## src/hw/rtl/swb_pkg.sv

```systemverilog
// Shared types and constants for the sliding window mean and deviation band unit.
// No dependencies; every other file of the block except swb_ram imports this package.
`default_nettype none
package swb_pkg;

	localparam int MAX_WINDOW     = 64;
	localparam int PRICE_BITS_DEF = 24;

	localparam int PRICE_W  = 24;
	localparam int STAMP_W  = 64;
	localparam int BAND_W   = 29;
	localparam int DEV_W    = 24;
	localparam int WLEN_W   = 7;
	localparam int MULT_W   = 12;
	localparam int SUM_W    = 30;
	localparam int SQ_W     = 54;
	localparam int SQ_HALF  = SQ_W / 2;
	localparam int NUM_W    = 64;
	localparam int ROOT_W   = NUM_W / 2;
	localparam int OFS_W    = BAND_W - 1;
	localparam int CNT_W    = 6;

	localparam int MEAN_STEPS = SUM_W;
	localparam int VAR_STEPS  = NUM_W;
	localparam int ROOT_STEPS = ROOT_W;

	localparam logic [WLEN_W-1:0] WLEN_RESET = 7'd20;
	localparam logic [MULT_W-1:0] MULT_RESET = 12'd512;

	localparam logic REG_WINDOW_LENGTH   = 1'b0;
	localparam logic REG_BAND_MULTIPLIER = 1'b1;

	typedef enum logic [3:0] {
		ST_IDLE,
		ST_READ,
		ST_SQOLD,
		ST_SQNEW,
		ST_ACC,
		ST_SUM2,
		ST_PLO,
		ST_PHI,
		ST_PADD,
		ST_MEAN,
		ST_VLOAD,
		ST_VAR,
		ST_RLOAD,
		ST_ROOT,
		ST_OFS,
		ST_BANDS
	} state_t;

	typedef enum logic [2:0] {
		MUL_NONE,
		MUL_OLD,
		MUL_NEW,
		MUL_SUM,
		MUL_PLO,
		MUL_PHI,
		MUL_KDEV
	} mul_op_t;

	typedef struct packed {
		logic    capture;
		logic    ram_re;
		logic    update;
		logic    acc;
		mul_op_t mul_op;
		logic    num_init;
		logic    num_add_lo;
		logic    num_add_hi;
		logic    div_load_mean;
		logic    div_load_var;
		logic    div_step;
		logic    mean_save;
		logic    sqrt_load;
		logic    sqrt_step;
		logic    out_load;
	} swb_cmd_t;

	typedef struct packed {
		logic window_ready;
		logic out_free;
	} swb_stat_t;

endpackage
`default_nettype wire

```

## src/hw/rtl/swb_ctrl.sv

```systemverilog
// Sequencer for the band unit: walks each transaction through the datapath steps.
// Depends on swb_pkg for the state, command and status types.
`default_nettype none
module swb_ctrl import swb_pkg::*; (
	input  wire logic      clk,
	input  wire logic      arst_n,
	input  wire logic      in_valid,
	output logic           in_ready,
	input  wire swb_stat_t stat,
	output swb_cmd_t       cmd
);
	state_t            state_q, state_d;
	logic [CNT_W-1:0]  cnt_q;
	logic              last_mean, last_var, last_root;

	assign last_mean = (cnt_q == CNT_W'(MEAN_STEPS - 1));
	assign last_var  = (cnt_q == CNT_W'(VAR_STEPS - 1));
	assign last_root = (cnt_q == CNT_W'(ROOT_STEPS - 1));

	always_comb begin
		state_d = state_q;
		unique case (state_q)
			ST_IDLE:  if (in_valid) state_d = ST_READ;
			ST_READ:  state_d = ST_SQOLD;
			ST_SQOLD: state_d = ST_SQNEW;
			ST_SQNEW: state_d = ST_ACC;
			ST_ACC:   state_d = stat.window_ready ? ST_SUM2 : ST_IDLE;
			ST_SUM2:  state_d = ST_PLO;
			ST_PLO:   state_d = ST_PHI;
			ST_PHI:   state_d = ST_PADD;
			ST_PADD:  state_d = ST_MEAN;
			ST_MEAN:  if (last_mean) state_d = ST_VLOAD;
			ST_VLOAD: state_d = ST_VAR;
			ST_VAR:   if (last_var) state_d = ST_RLOAD;
			ST_RLOAD: state_d = ST_ROOT;
			ST_ROOT:  if (last_root) state_d = ST_OFS;
			ST_OFS:   state_d = ST_BANDS;
			ST_BANDS: if (stat.out_free) state_d = ST_IDLE;
			default:  state_d = ST_IDLE;
		endcase
	end

	always_comb begin
		cmd      = '0;
		cmd.mul_op = MUL_NONE;
		in_ready = 1'b0;
		unique case (state_q)
			ST_IDLE: begin
				in_ready    = 1'b1;
				cmd.capture = in_valid;
			end
			ST_READ:  cmd.ram_re = 1'b1;
			ST_SQOLD: cmd.mul_op = MUL_OLD;
			ST_SQNEW: begin
				cmd.update = 1'b1;
				cmd.mul_op = MUL_NEW;
			end
			ST_ACC:   cmd.acc = 1'b1;
			ST_SUM2:  cmd.mul_op = MUL_SUM;
			ST_PLO: begin
				cmd.num_init = 1'b1;
				cmd.mul_op   = MUL_PLO;
			end
			ST_PHI: begin
				cmd.num_add_lo = 1'b1;
				cmd.mul_op     = MUL_PHI;
			end
			ST_PADD: begin
				cmd.num_add_hi    = 1'b1;
				cmd.div_load_mean = 1'b1;
			end
			ST_MEAN:  cmd.div_step = 1'b1;
			ST_VLOAD: begin
				cmd.mean_save    = 1'b1;
				cmd.div_load_var = 1'b1;
			end
			ST_VAR:   cmd.div_step = 1'b1;
			ST_RLOAD: cmd.sqrt_load = 1'b1;
			ST_ROOT:  cmd.sqrt_step = 1'b1;
			ST_OFS:   cmd.mul_op = MUL_KDEV;
			ST_BANDS: cmd.out_load = stat.out_free;
			default: begin
				cmd = '0;
			end
		endcase
	end

	always_ff @(posedge clk or negedge arst_n) begin
		if (!arst_n) begin
			state_q <= ST_IDLE;
			cnt_q   <= '0;
		end else begin
			state_q <= state_d;
			if (state_d != state_q) begin
				cnt_q <= '0;
			end else begin
				cnt_q <= cnt_q + CNT_W'(1);
			end
		end
	end
endmodule
`default_nettype wire

```

## config.mk

```make
export PLATFORM = sky130hd
export DESIGN_NAME = swb_ctrl
export DESIGN_NICKNAME = d
export VERILOG_FILES = /design/src/hw/rtl/swb_pkg.sv /design/src/hw/rtl/swb_ctrl.sv
export SDC_FILE = /design/constraint.sdc
export NUM_CORES = 1
export LEC_CHECK = 0
export BUFFER_PORTS_ARGS = -buffer_cell sky130_fd_sc_hd__buf_2
export CORE_ASPECT_RATIO = 1.5
export CORE_UTILIZATION = 25
export DETAILED_ROUTE_END_ITERATION = 8
export PLACE_DENSITY = 0.52
export SYNTH_ARGS = -nofsm -noshare
export SYNTH_HDL_FRONTEND = slang
export SYNTH_SLANG_ARGS = --single-unit
```

## constraint.sdc

```tcl
create_clock -name clk -period 3.1 [get_ports clk]
set_clock_uncertainty 0.15 [all_clocks]
set_input_delay 0.155 -clock clk [delete_from_list [all_inputs] [get_ports clk]]
set_output_delay 0.155 -clock clk [all_outputs]
set_load 0.02 [all_outputs]
```

Word level (Yosys, flattened, before mapping)
Index checks and enable logic that the tools add are counted.
{ "totals": {"regBits": 10, "input_bits": 5, "out_inout_bits": 18} }
{ "classes": {"addsub": 1, "eq_ne": 19, "muxes": 22, "n_reduce_logical": 2} }
{ "ops": {"columns": ["op", "n"], "rows": [
  ["case mux 4 bit (16 select lines)", 1],
  ["== test 4 bit, second input constant", 8],
  ["two-way mux 4 bit", 5],
  ["case mux 3 bit (6 select lines)", 1],
  ["== test 4 x 3 -> 1 bit, second input constant", 4],
  ["== test 6 x 5 -> 1 bit, second input constant", 2],
  ["two-way mux 1 bit", 12],
  ["== test 4 x 2 -> 1 bit, second input constant", 2],
  ["adder 6 x 1 -> 6 bit, second input constant", 1],
  ["== test 6 bit, second input constant", 1],
  ["two-way mux 6 bit", 1],
  ["== test 4 x 1 -> 1 bit, second input constant", 1],
  ["zero test 4 bit", 1],
  ["inequality test 4 bit", 1],
  ["two-way mux 3 bit", 1],
  ["two-way mux 2 bit", 1],
  ["OR reduction 2 bit", 1]
]} }

Depth between registers and ports, before layout
Gate-level depths: netlist of run 1.
{ "depth": {"ltp_word": 5, "mapped_depth": 6} }

Least setup slack after synthesis of run 1
No wires, ideal clock.
{ "synth_path": {"path_kind": "register to output", "startpoint": "reg state_q[2]", "endpoint": "out cmd[16] (netlist name)", "t_arrival_ns": 1.735, "required_time_ns": 2.795, "slack_ns": 1.060, "path_stages_with_launch": 5, "path_buffers": 2, "cell_sequence": "dfrtp_1 -> buf_2 -> buf_1 -> nor4_1 -> and2_1"} }
{ "synth_lines": {"columns": ["item", "line", "text"], "rows": [
  ["from (decl)", "swb_ctrl.sv:12", "state_t state_q, state_d;"],
  ["from (signal assigned)", "swb_ctrl.sv:93", "state_q <= state_d;"],
  ["to (decl)", "swb_ctrl.sv:10", "output swb_cmd_t cmd"]
]} }

Worst setup path after layout of run 1
{ "layout_path": {"startpoint": "reg state_q[3]", "endpoint": "reg cnt_q[3]"} }
{ "layout_via": {"elab_chain_cells": 4, "word_cells_on_any_way": 24, "classes_between": "16 x eq/ne; 7 x mux; 1 x reduce/logical"} }
{ "layout_rtl": {"columns": ["item", "line", "text"], "rows": [
  ["== test 4 bit, or another cell as far along", "swb_ctrl.sv:22", "unique case (state_q)"],
  ["case mux 4 bit (16 select lines)", "swb_ctrl.sv:22", null],
  ["inequality test 4 bit *", "swb_ctrl.sv:94", "if (state_d != state_q) begin"],
  ["two-way mux 6 bit *", "swb_ctrl.sv:94", null],
  ["to (signal assigned)", "swb_ctrl.sv:97", "cnt_q <= cnt_q + CNT_W'(1);"],
  ["to (decl)", "swb_ctrl.sv:13", "logic [CNT_W-1:0] cnt_q;"]
]} }
Mark *: on every way between the ends. The rest lies on a longest branch, timed or not.

==> results of run 1 <==
power by group:
part | leakage [uW] | internal [uW] | switching (uW)
logic | 0.000297 | 182 | 281
registers | 0.000129 | 166 | 112
clock network | 0.0000216 | 84.4 | 44.0
total | 0.000447 | 433 | 438
cells in the mapped netlist (2+ instances only):
cell / n
sky130_fd_sc_hd__xor2_1: 3
sky130_fd_sc_hd__o31ai_1: 2
sky130_fd_sc_hd__mux2i_1: 2
sky130_fd_sc_hd__clkbuf_1: 3
sky130_fd_sc_hd__o21ai_0: 2
sky130_fd_sc_hd__inv_1: 4
sky130_fd_sc_hd__a21oi_1: 3
sky130_fd_sc_hd__nand2b_1: 4
sky130_fd_sc_hd__nor2_1: 12
sky130_fd_sc_hd__dfrtp_1: 10
sky130_fd_sc_hd__o22ai_1: 3
sky130_fd_sc_hd__ha_1: 2
sky130_fd_sc_hd__and3_1: 3
sky130_fd_sc_hd__and2_1: 2
sky130_fd_sc_hd__nand3_1: 4
sky130_fd_sc_hd__buf_4: 2
sky130_fd_sc_hd__nand2_1: 5
sky130_fd_sc_hd__nor3_1: 11
worst max-delay path: stages (launching register included):
cell and delay (ns):
sky130_fd_sc_hd__dfrtp_1 0.69, sky130_fd_sc_hd__mux2_4 0.34, sky130_fd_sc_hd__a222oi_1 0.40, sky130_fd_sc_hd__mux2i_1 0.53, sky130_fd_sc_hd__nor3_1 0.12
layer usage:
layer  track usage  wire (um)  up-vias
li1              -          -      375
met2        0.2052        947       32
met3       0.01563         85        0
met1        0.1438        793      349
met4       0.05714          0        0
met5             0          0        -
cells by family (layout without fill, tap and decap cells):
family | count (synthesis) | after routing | synth area share
mux | 4 | 4 | 0.06055
compound gates | 18 | 18 | 0.1719
flops | 10 | 10 | 0.3273
xor+xnor | 4 | 4 | 0.04583
fa+ha+maj | 2 | 2 | 0.03273
buf+inv | 12 | 30 | 0.08017
simple gates | 44 | 44 | 0.2815
layout make-up:
cell class,instances,area [um^2],share of cell area
multi-input cells,72,452.9,0.4879
inverters,4,15.01,0.01617
clock buffers,3,41.29,0.04447
flip-flops and latches,10,250.2,0.2695
repair buffers,23,120.1,0.1294
well taps,39,48.80,0.05256
state kept, by name, indices dropped and copies added (netlist names):
| name | count |
|---|---|
| cnt_q | 6 |
| state_q | 4 |
stage by stage:
step                      area [um^2]  power (uW)  setup WS, ns  hold slack (ns)
after global routing            928.4       949.5        0.5344           0.1978
after CTS                       928.4       881.3        0.7219           0.1588
after detailed placement        877.1       745.2        0.7202          -0.1193
after floorplan                 764.5       638.6         1.060          -0.2906
after global placement          877.1       734.2        0.8213          -0.1215
final                           928.4       871.1        0.7239           0.1578
worst min path at each step:
stage,to,slack [ns],depth (start not counted)
after global placement,state_q[0]$_DFF_PN0_,-0.12,1
after global routing,cnt_q[0]$_DFF_PN0_,0.20,2
after floorplan,cnt_q[0]$_DFF_PN0_,-0.29,0
final,cnt_q[2]$_DFF_PN0_,0.16,2
after detailed placement,state_q[1]$_DFF_PN0_,-0.12,1
after CTS,cnt_q[2]$_DFF_PN0_,0.16,2
==> results_tabular.tex, run 1 <==
\begin{tabular}{lr}
\hline
Metric & Value \\
\hline
\multicolumn{2}{l}{\textbf{Worst setup path}} \\
\quad Data required time of the worst path & 3.04 ns \\
\quad Capture point of the worst reg-to-reg path & cnt\_q[3]\$\_DFF\_PN0\_ \\
\quad Startpoint of the worst register-to-register path & state\_q[3]\$\_DFF\_PN0\_ \\
\quad Number of cells traversed by the worst register-to-register path & 4 \\
\quad Worst reg2reg setup slack & 0.72 ns \\
\quad Critical path peak fanout & 19 \\
\quad Setup crit start & state\_q[3]\$\_DFF\_PN0\_ \\
\quad Critical Path AT & 2.32 ns \\
\quad Endpoint of the worst setup timing path & cnt\_q[3]\$\_DFF\_PN0\_ \\
\quad Critical setup path kind & flip-flop to flip-flop \\
\quad Kind of start point of the critical path & flip-flop \\
\quad Crit path capture type & flip-flop \\
\multicolumn{2}{l}{\textbf{Yosys}} \\
\quad Average cell area after synthesis & 8.133 um\^{}2 \\
\quad Area share of the largest cell type after synthesis & 0.3273 \\
\quad Net count after synthesis & 101 \\
\quad Syn. warnings & 0 \\
\quad Flip-flop cell with the highest count after synthesis & sky130\_fd\_sc\_hd\_\_dfrtp\_1 \\
\quad Number of storage elements in the synthesis netlist & 10 \\
\quad Synth top area cells & sky130\_fd\_sc\_hd\_\_dfrtp\_1 (33\%), sky130\_fd\_sc\_hd\_\_nor3\_1 (7.2\%), sky130\_fd\_sc\_hd\_\_nor2\_1 (5.9\%) \\
\quad Number of enable-type register cells in the synthesized netlist & 0 \\
\quad Sequential-to-total area share from yosys stat & 0.3273 \\
\quad Async SR Flop Fraction & 1.000 \\
\quad Synthesized netlist cell count & 94 \\
\quad Post-Synthesis Cell Area & 764.5 um\^{}2 \\
\quad Leading area contributor after synthesis & sky130\_fd\_sc\_hd\_\_dfrtp\_1 \\
\quad Number of distinct library cell variants in the gate-level netlist after synthesis & 35 \\
\multicolumn{2}{l}{\textbf{Floorplan}} \\
\quad Starting density of the core & 0.2625 \\
\quad Core box area & 0.002913 mm\^{}2 \\
\quad Number of ports placed on the die boundary & 23 \\
\quad Row count & 24 \\
\quad Die boundary width & 47.15 um \\
\quad Die Height & 69.73 um \\
\quad Area of the die & 0.003288 mm\^{}2 \\
\multicolumn{2}{l}{\textbf{Power and ir drop}} \\
\quad Leak Pwr & 0.0004472 uW \\
\quad Max IR drop VDD & 0.0003918 V \\
\quad Cell area power density & 938.3 mW/mm\^{}2 \\
\multicolumn{2}{l}{\textbf{Job}} \\
\quad Number of max-cap violations & 0 \\
\multicolumn{2}{l}{\textbf{Final layout}} \\
\quad Number of filler instances in the final layout & 328 \\
\quad Final core area utilization & 0.3187 \\
\quad Leading cell types in the layout, fill and taps excluded & sky130\_fd\_sc\_hd\_\_buf\_2 (22), sky130\_fd\_sc\_hd\_\_nor2\_1 (12), sky130\_fd\_sc\_hd\_\_nor3\_1 (11) \\
\quad Most common cell after layout, fill and taps aside & sky130\_fd\_sc\_hd\_\_buf\_2 \\
\quad Share of post-route cells with drive strength above 1 & 0.2500 \\
\quad Non-Filler Instances & 151 \\
\quad Growth of design area from synthesis to finish & 21.44\% \\
\quad Number of diodes & 0 \\
\quad NumNets Final & 121 \\
\multicolumn{2}{l}{\textbf{Placed design}} \\
\quad GP Congestion & 0.7524 \\
\quad HPWL Detailed & 1.384 mm \\
\quad Number of I/O port buffers & 22 \\
\quad Cells after DPL & 147 \\
\multicolumn{2}{l}{\textbf{Routing}} \\
\quad Count of vias placed by the detailed router & 756 \\
\quad Initial drt markers & 30 \\
\quad Via density per instance & 5.007 \\
\quad Final routed wire length divided by cell count & 12.09 um \\
\quad DRT antenna net count & 0 \\
\quad Number of detailed-route iterations in the first pass & 4 \\
\quad Final routed DRC violation total & 0 \\
\quad Sum of routed wire length over all layers & 1.826 mm \\
\multicolumn{2}{l}{\textbf{Timing}} \\
\quad Share of the clock period used by the worst path after layout & 0.7665 \\
\quad RSZ-0062 raised after global routing & false \\
\quad Actual transition at the worst max-transition pin & 0.5784 ns \\
\quad Count of final setup violators & 0 \\
\quad Total Neg Setup Slack & 0 ns \\
\quad Time the final worst path needs with I/O delays and setup & 2.376 ns \\
\quad Relative slew slack & 0.6144 \\
\quad Final Hold Fails & 0 \\
\quad Highest achievable clock rate & 420.9 MHz \\
\quad Final Slew Violations & 0 \\
\multicolumn{2}{l}{\textbf{CTS}} \\
\quad Clock Latency Late Sink & 0.23 ns \\
\quad CTS root buffer & sky130\_fd\_sc\_hd\_\_clkbuf\_8 \\
\quad Clock buffers created by TritonCTS & 3 \\
\quad CTS hold repair buffers & 1 \\
\quad Clock tree from TritonCTS & built \\
\quad Post-CTS clock slew at the launch and capture registers of the worst setup and hold paths & 0.04 ns \\
\quad Post CTS Setup Buffer Count & 0 \\
\quad CTS H-tree lvls & 1 \\
\quad Quantity of gates resized following cts & 0 \\
\quad Number of sinks driven by the clock tree & 10 \\
\quad Worst-case clock buffer depth & 2 \\
\multicolumn{2}{l}{\textbf{Global routing}} \\
\quad Grt ovf & 0 \\
\quad Largest net degree at the start of global routing & 21 \\
\quad GRT Total Usage & 0.1220 \\
\quad Antenna violations before repair & 0 \\
\quad Vias in the first global route & 659 \\
\quad First-pass GRT wire length & 2.898 mm \\
\multicolumn{2}{l}{\textbf{Hold path}} \\
\quad Path class of the lowest-slack min-delay path & primary input to async pin \\
\multicolumn{2}{l}{\textbf{Status}} \\
\quad Run status & finished clean \\
\hline
\end{tabular}
No activity file was read; power rests on OpenSTA's default activity.
==> run 2: changes to the inputs <==
clock period = 2.4 ns   (was 3.1 ns; I/O delays follow)
==> run 2 against run 1 <==
Effect of this change: non-clock buffer count up 4; critical path depth up 1; critical endpoint unchanged; first-iteration DRC count down 57%; combinational power up 51%; final cell count up 2.6%; clock power up 31%; sequential power up 6%; largest cell class unchanged; clock-buffer cell count unchanged; sequential share of layout area down 0.84 points; core utilization up 1.0 points.
==> results_tabular.tex, run 2 (synthesized netlist as in run 1, its figures left out) <==
\begin{tabular}{lr}
\hline
Metric & Value \\
\hline
\multicolumn{2}{l}{\textbf{Floorplan}} \\
\quad Starting density of the core & 0.2625 (unchanged) \\
\quad Area of the die & 0.003288 mm\^{}2 (unchanged) \\
\quad Die Height & 69.73 um (unchanged) \\
\quad Row count & 24 (unchanged) \\
\quad Core box area & 0.002913 mm\^{}2 (unchanged) \\
\quad Die boundary width & 47.15 um (unchanged) \\
\quad Number of ports placed on the die boundary & 23 (unchanged) \\
\multicolumn{2}{l}{\textbf{Timing}} \\
\quad Fin worst setup slack & 0.4114 ns (-0.3125 ns) \\
\quad Total Neg Setup Slack & 0 ns (unchanged) \\
\quad Time the final worst path needs with I/O delays and setup & 1.989 ns (-0.3875 ns) \\
\quad Count of final setup violators & 0 (unchanged) \\
\quad RSZ-0062 raised after global routing & false \\
\quad Share of the clock period used by the worst path after layout & 0.8286 (+0.06209) \\
\quad Actual transition at the worst max-transition pin & 0.4858 ns (-0.09258 ns) \\
\quad Highest achievable clock rate & 502.9 MHz (+19\%) \\
\quad Relative slew slack & 0.6761 (+0.06172) \\
\quad Final Slew Violations & 0 (unchanged) \\
\quad Final Hold Fails & 0 (unchanged) \\
\multicolumn{2}{l}{\textbf{Power and ir drop}} \\
\quad Leak Pwr & 0.0004668 uW (+4.4\%) \\
\quad Cell area power density & 1216 mW/mm\^{}2 (+30\%) \\
\quad Seq pwr share & 0.255 (-0.065) \\
\quad Combinational power share & 0.601 (+0.069) \\
\quad Switching share of total power & 0.4822 (-0.02051) \\
\quad Max IR drop VDD & 0.0004912 V (+25\%) \\
\quad Fraction of power consumed by the clock network & 0.144 (-0.003) \\
\quad Total internal power & 603.5 uW (+39\%) \\
\quad Switching pwr & 561.9 uW (+28\%) \\
\multicolumn{2}{l}{\textbf{Worst setup path}} \\
\quad Kind of start point of the critical path & flip-flop \\
\quad Count of buffering cells on the critical path with inverters included & 1 (+1) \\
\quad Critical Path AT & 1.93 ns (-0.39 ns) \\
\quad Slowest CP cell & sky130\_fd\_sc\_hd\_\_dfrtp\_1 \\
\quad Critical path peak fanout & 16 (-3) \\
\quad Capture point of the worst reg-to-reg path & cnt\_q[3]\$\_DFF\_PN0\_ \\
\quad Highest cell delay on the worst timing path & 0.53 ns (-0.16 ns) \\
\quad Crit path capture type & flip-flop \\
\quad Critical path, cell by cell & and2\_1 -> a222oi\_1 -> mux2i\_1 -> buf\_4 -> nor3\_1 \\
\quad Startpoint of the worst register-to-register path & state\_q[0]\$\_DFF\_PN0\_ \\
\quad Number of cells traversed by the worst register-to-register path & 5 (+1) \\
\quad Data required time of the worst path & 2.34 ns (-0.70 ns) \\
\quad Worst reg2reg setup slack & 0.41 ns (-0.31 ns) \\
\quad Critical setup path kind & flip-flop to flip-flop \\
\quad Kind of cell adding the most delay to the critical path & flip-flops \\
\multicolumn{2}{l}{\textbf{Final layout}} \\
\quad Most common cell after layout, fill and taps aside & sky130\_fd\_sc\_hd\_\_buf\_2 \\
\quad Growth of design area from synthesis to finish & 25.37\% \\
\quad Max FFs per register & 6 (unchanged) \\
\quad Number of diodes & 0 (unchanged) \\
\quad Number of filler instances in the final layout & 340 (+3.7\%) \\
\quad Register containing the most flip-flops in the final layout & cnt\_q \\
\quad NumNets Final & 125 (+3.3\%) \\
\quad Non-Filler Instances & 155 (+2.6\%) \\
\quad Largest registers & cnt\_q x6, state\_q x4 \\
\quad Share of post-route cells with drive strength above 1 & 0.2759 (+0.02586) \\
\quad Leading cell types in the layout, fill and taps excluded & sky130\_fd\_sc\_hd\_\_buf\_2 (22), sky130\_fd\_sc\_hd\_\_nor2\_1 (12), sky130\_fd\_sc\_hd\_\_nor3\_1 (11) \\
\quad Final non-filler cell area & 958.4 um\^{}2 (+3.2\%) \\
\multicolumn{2}{l}{\textbf{CTS}} \\
\quad CTS root buffer & sky130\_fd\_sc\_hd\_\_clkbuf\_8 \\
\quad Clock Latency Late Sink & 0.23 ns (about the same) \\
\quad Number of sinks driven by the clock tree & 10 (unchanged) \\
\quad Clock tree from TritonCTS & built \\
\quad CTS H-tree lvls & 1 (unchanged) \\
\quad Post-CTS clock slew at the launch and capture registers of the worst setup and hold paths & 0.04 ns (about the same) \\
\quad Clock buffers created by TritonCTS & 3 (unchanged) \\
\quad Worst-case clock buffer depth & 2 (unchanged) \\
\multicolumn{2}{l}{\textbf{Global routing}} \\
\quad Antenna violations before repair & 0 (unchanged) \\
\quad Vias in the first global route & 679 (+3.0\%) \\
\quad Grt ovf & 0 (unchanged) \\
\quad Largest net degree at the start of global routing & 17 (-19\%) \\
\quad GRT Total Usage & 0.1206 (-0.001373) \\
\quad First-pass GRT wire length & 2.918 mm (+0.69\%) \\
\multicolumn{2}{l}{\textbf{Routing}} \\
\quad Sum of routed wire length over all layers & 1.779 mm (-2.6\%) \\
\quad Initial drt markers & 13 (-57\%) \\
\quad Number of detailed-route iterations in the first pass & 4 (unchanged) \\
\quad DRT antenna net count & 0 (unchanged) \\
\quad Via density per instance & 4.819 (-3.7\%) \\
\quad Final routed wire length divided by cell count & 11.48 um (-5.1\%) \\
\quad Count of vias placed by the detailed router & 747 (-1.2\%) \\
\quad Final routed DRC violation total & 0 (unchanged) \\
\multicolumn{2}{l}{\textbf{Job}} \\
\quad Number of max-cap violations & 0 (unchanged) \\
\multicolumn{2}{l}{\textbf{Placed design}} \\
\quad Worst slack, placed & 0.4258 ns (-0.2943 ns) \\
\quad Number of I/O port buffers & 22 (unchanged) \\
\quad HPWL Detailed & 1.403 mm (+1.4\%) \\
\quad GP Congestion & 0.7207 (-4.2\%) \\
\quad Cells after DPL & 151 (+2.7\%) \\
\quad Cell area after placement & 907.1 um\^{}2 (+3.4\%) \\
\multicolumn{2}{l}{\textbf{Hold path}} \\
\quad Path class of the lowest-slack min-delay path & primary input to async pin \\
\multicolumn{2}{l}{\textbf{Status}} \\
\quad Run status & finished clean \\
\hline
\end{tabular}
## run 2: how the worst max path moves through the flow
| stage | to | cells after the start | slack [ns] | start |
|---|---|---|---|---|
| final | cnt_q[3]$_DFF_PN0_ | 5 | 0.41 | state_q[0]$_DFF_PN0_ |
| after global routing | cnt_q[3]$_DFF_PN0_ | 5 | 0.20 | cnt_q[0]$_DFF_PN0_ |
| after CTS | cnt_q[3]$_DFF_PN0_ | 5 | 0.40 | cnt_q[0]$_DFF_PN0_ |
| after detailed placement | cnt_q[3]$_DFF_PN0_ | 5 | 0.43 | cnt_q[0]$_DFF_PN0_ |
| after global placement | cnt_q[4]$_DFF_PN0_ | 5 | 0.46 | state_q[0]$_DFF_PN0_ |
| after floorplan | cmd[16] | 4 | 0.39 | state_q[2]$_DFF_PN0_ |
## run 2: repair_timing
| action | CTS | global route |
|---|---|---|
| hold buffers | 1 | 0 |
| hold endpoints to repair | 10 | 0 |
| buffers inserted | 0 | 0 |
| resized for setup | 0 | 0 |
## run 2: power groups by stage
| stage | clock network, uW | logic, uW | registers, uW |
|---|---|---|---|
| after floorplan | 0 | 574 | 251 |
| after global placement | 0 | 702 | 297 |
| after detailed placement | 0 | 708 | 299 |
| after CTS | 173 | 712 | 297 |
| after global routing | 179 | 784 | 309 |
| final | 168 | 701 | 297 |
## run 2: worst reg2reg max path, cell delays in order (launching register included)
cell                       delay, ns
sky130_fd_sc_hd__dfrtp_1        0.53
sky130_fd_sc_hd__and2_1         0.28
sky130_fd_sc_hd__a222oi_1       0.44
sky130_fd_sc_hd__mux2i_1        0.24
sky130_fd_sc_hd__buf_4          0.16
sky130_fd_sc_hd__nor3_1         0.06
## run 2: layer usage
layer,share of wire,global-route usage,vias to the layer above,routed length (um)
li1,-,-,378,-
met3,0.050,0.01563,4,89
met2,0.48,0.1944,28,862
met1,0.45,0.1459,337,800
met4,0.015,0.06667,0,27
met5,0,0,-,0
## run 2: area by class of cell
class                      count  area, um^2  area share
tap                           39       48.80     0.05091
sequential                    10       250.2      0.2611
multi-input combinational     72       452.9      0.4726
timing repair buffer          27       150.1      0.1567
clock buffer                   3       41.29     0.04308
inverter                       4       15.01     0.01567
## run 2: per-stage QoR
stage	total power (uW)	util	hold slack [ns]
finish	1165	0.3290	0.1239
global route	1272	0.3290	0.1497
CTS	1181	0.3290	0.1294
detailed placement	1007	0.3114	-0.1583
global placement	998.7	0.3114	-0.1585
floorplan	824.9	-	-0.3256
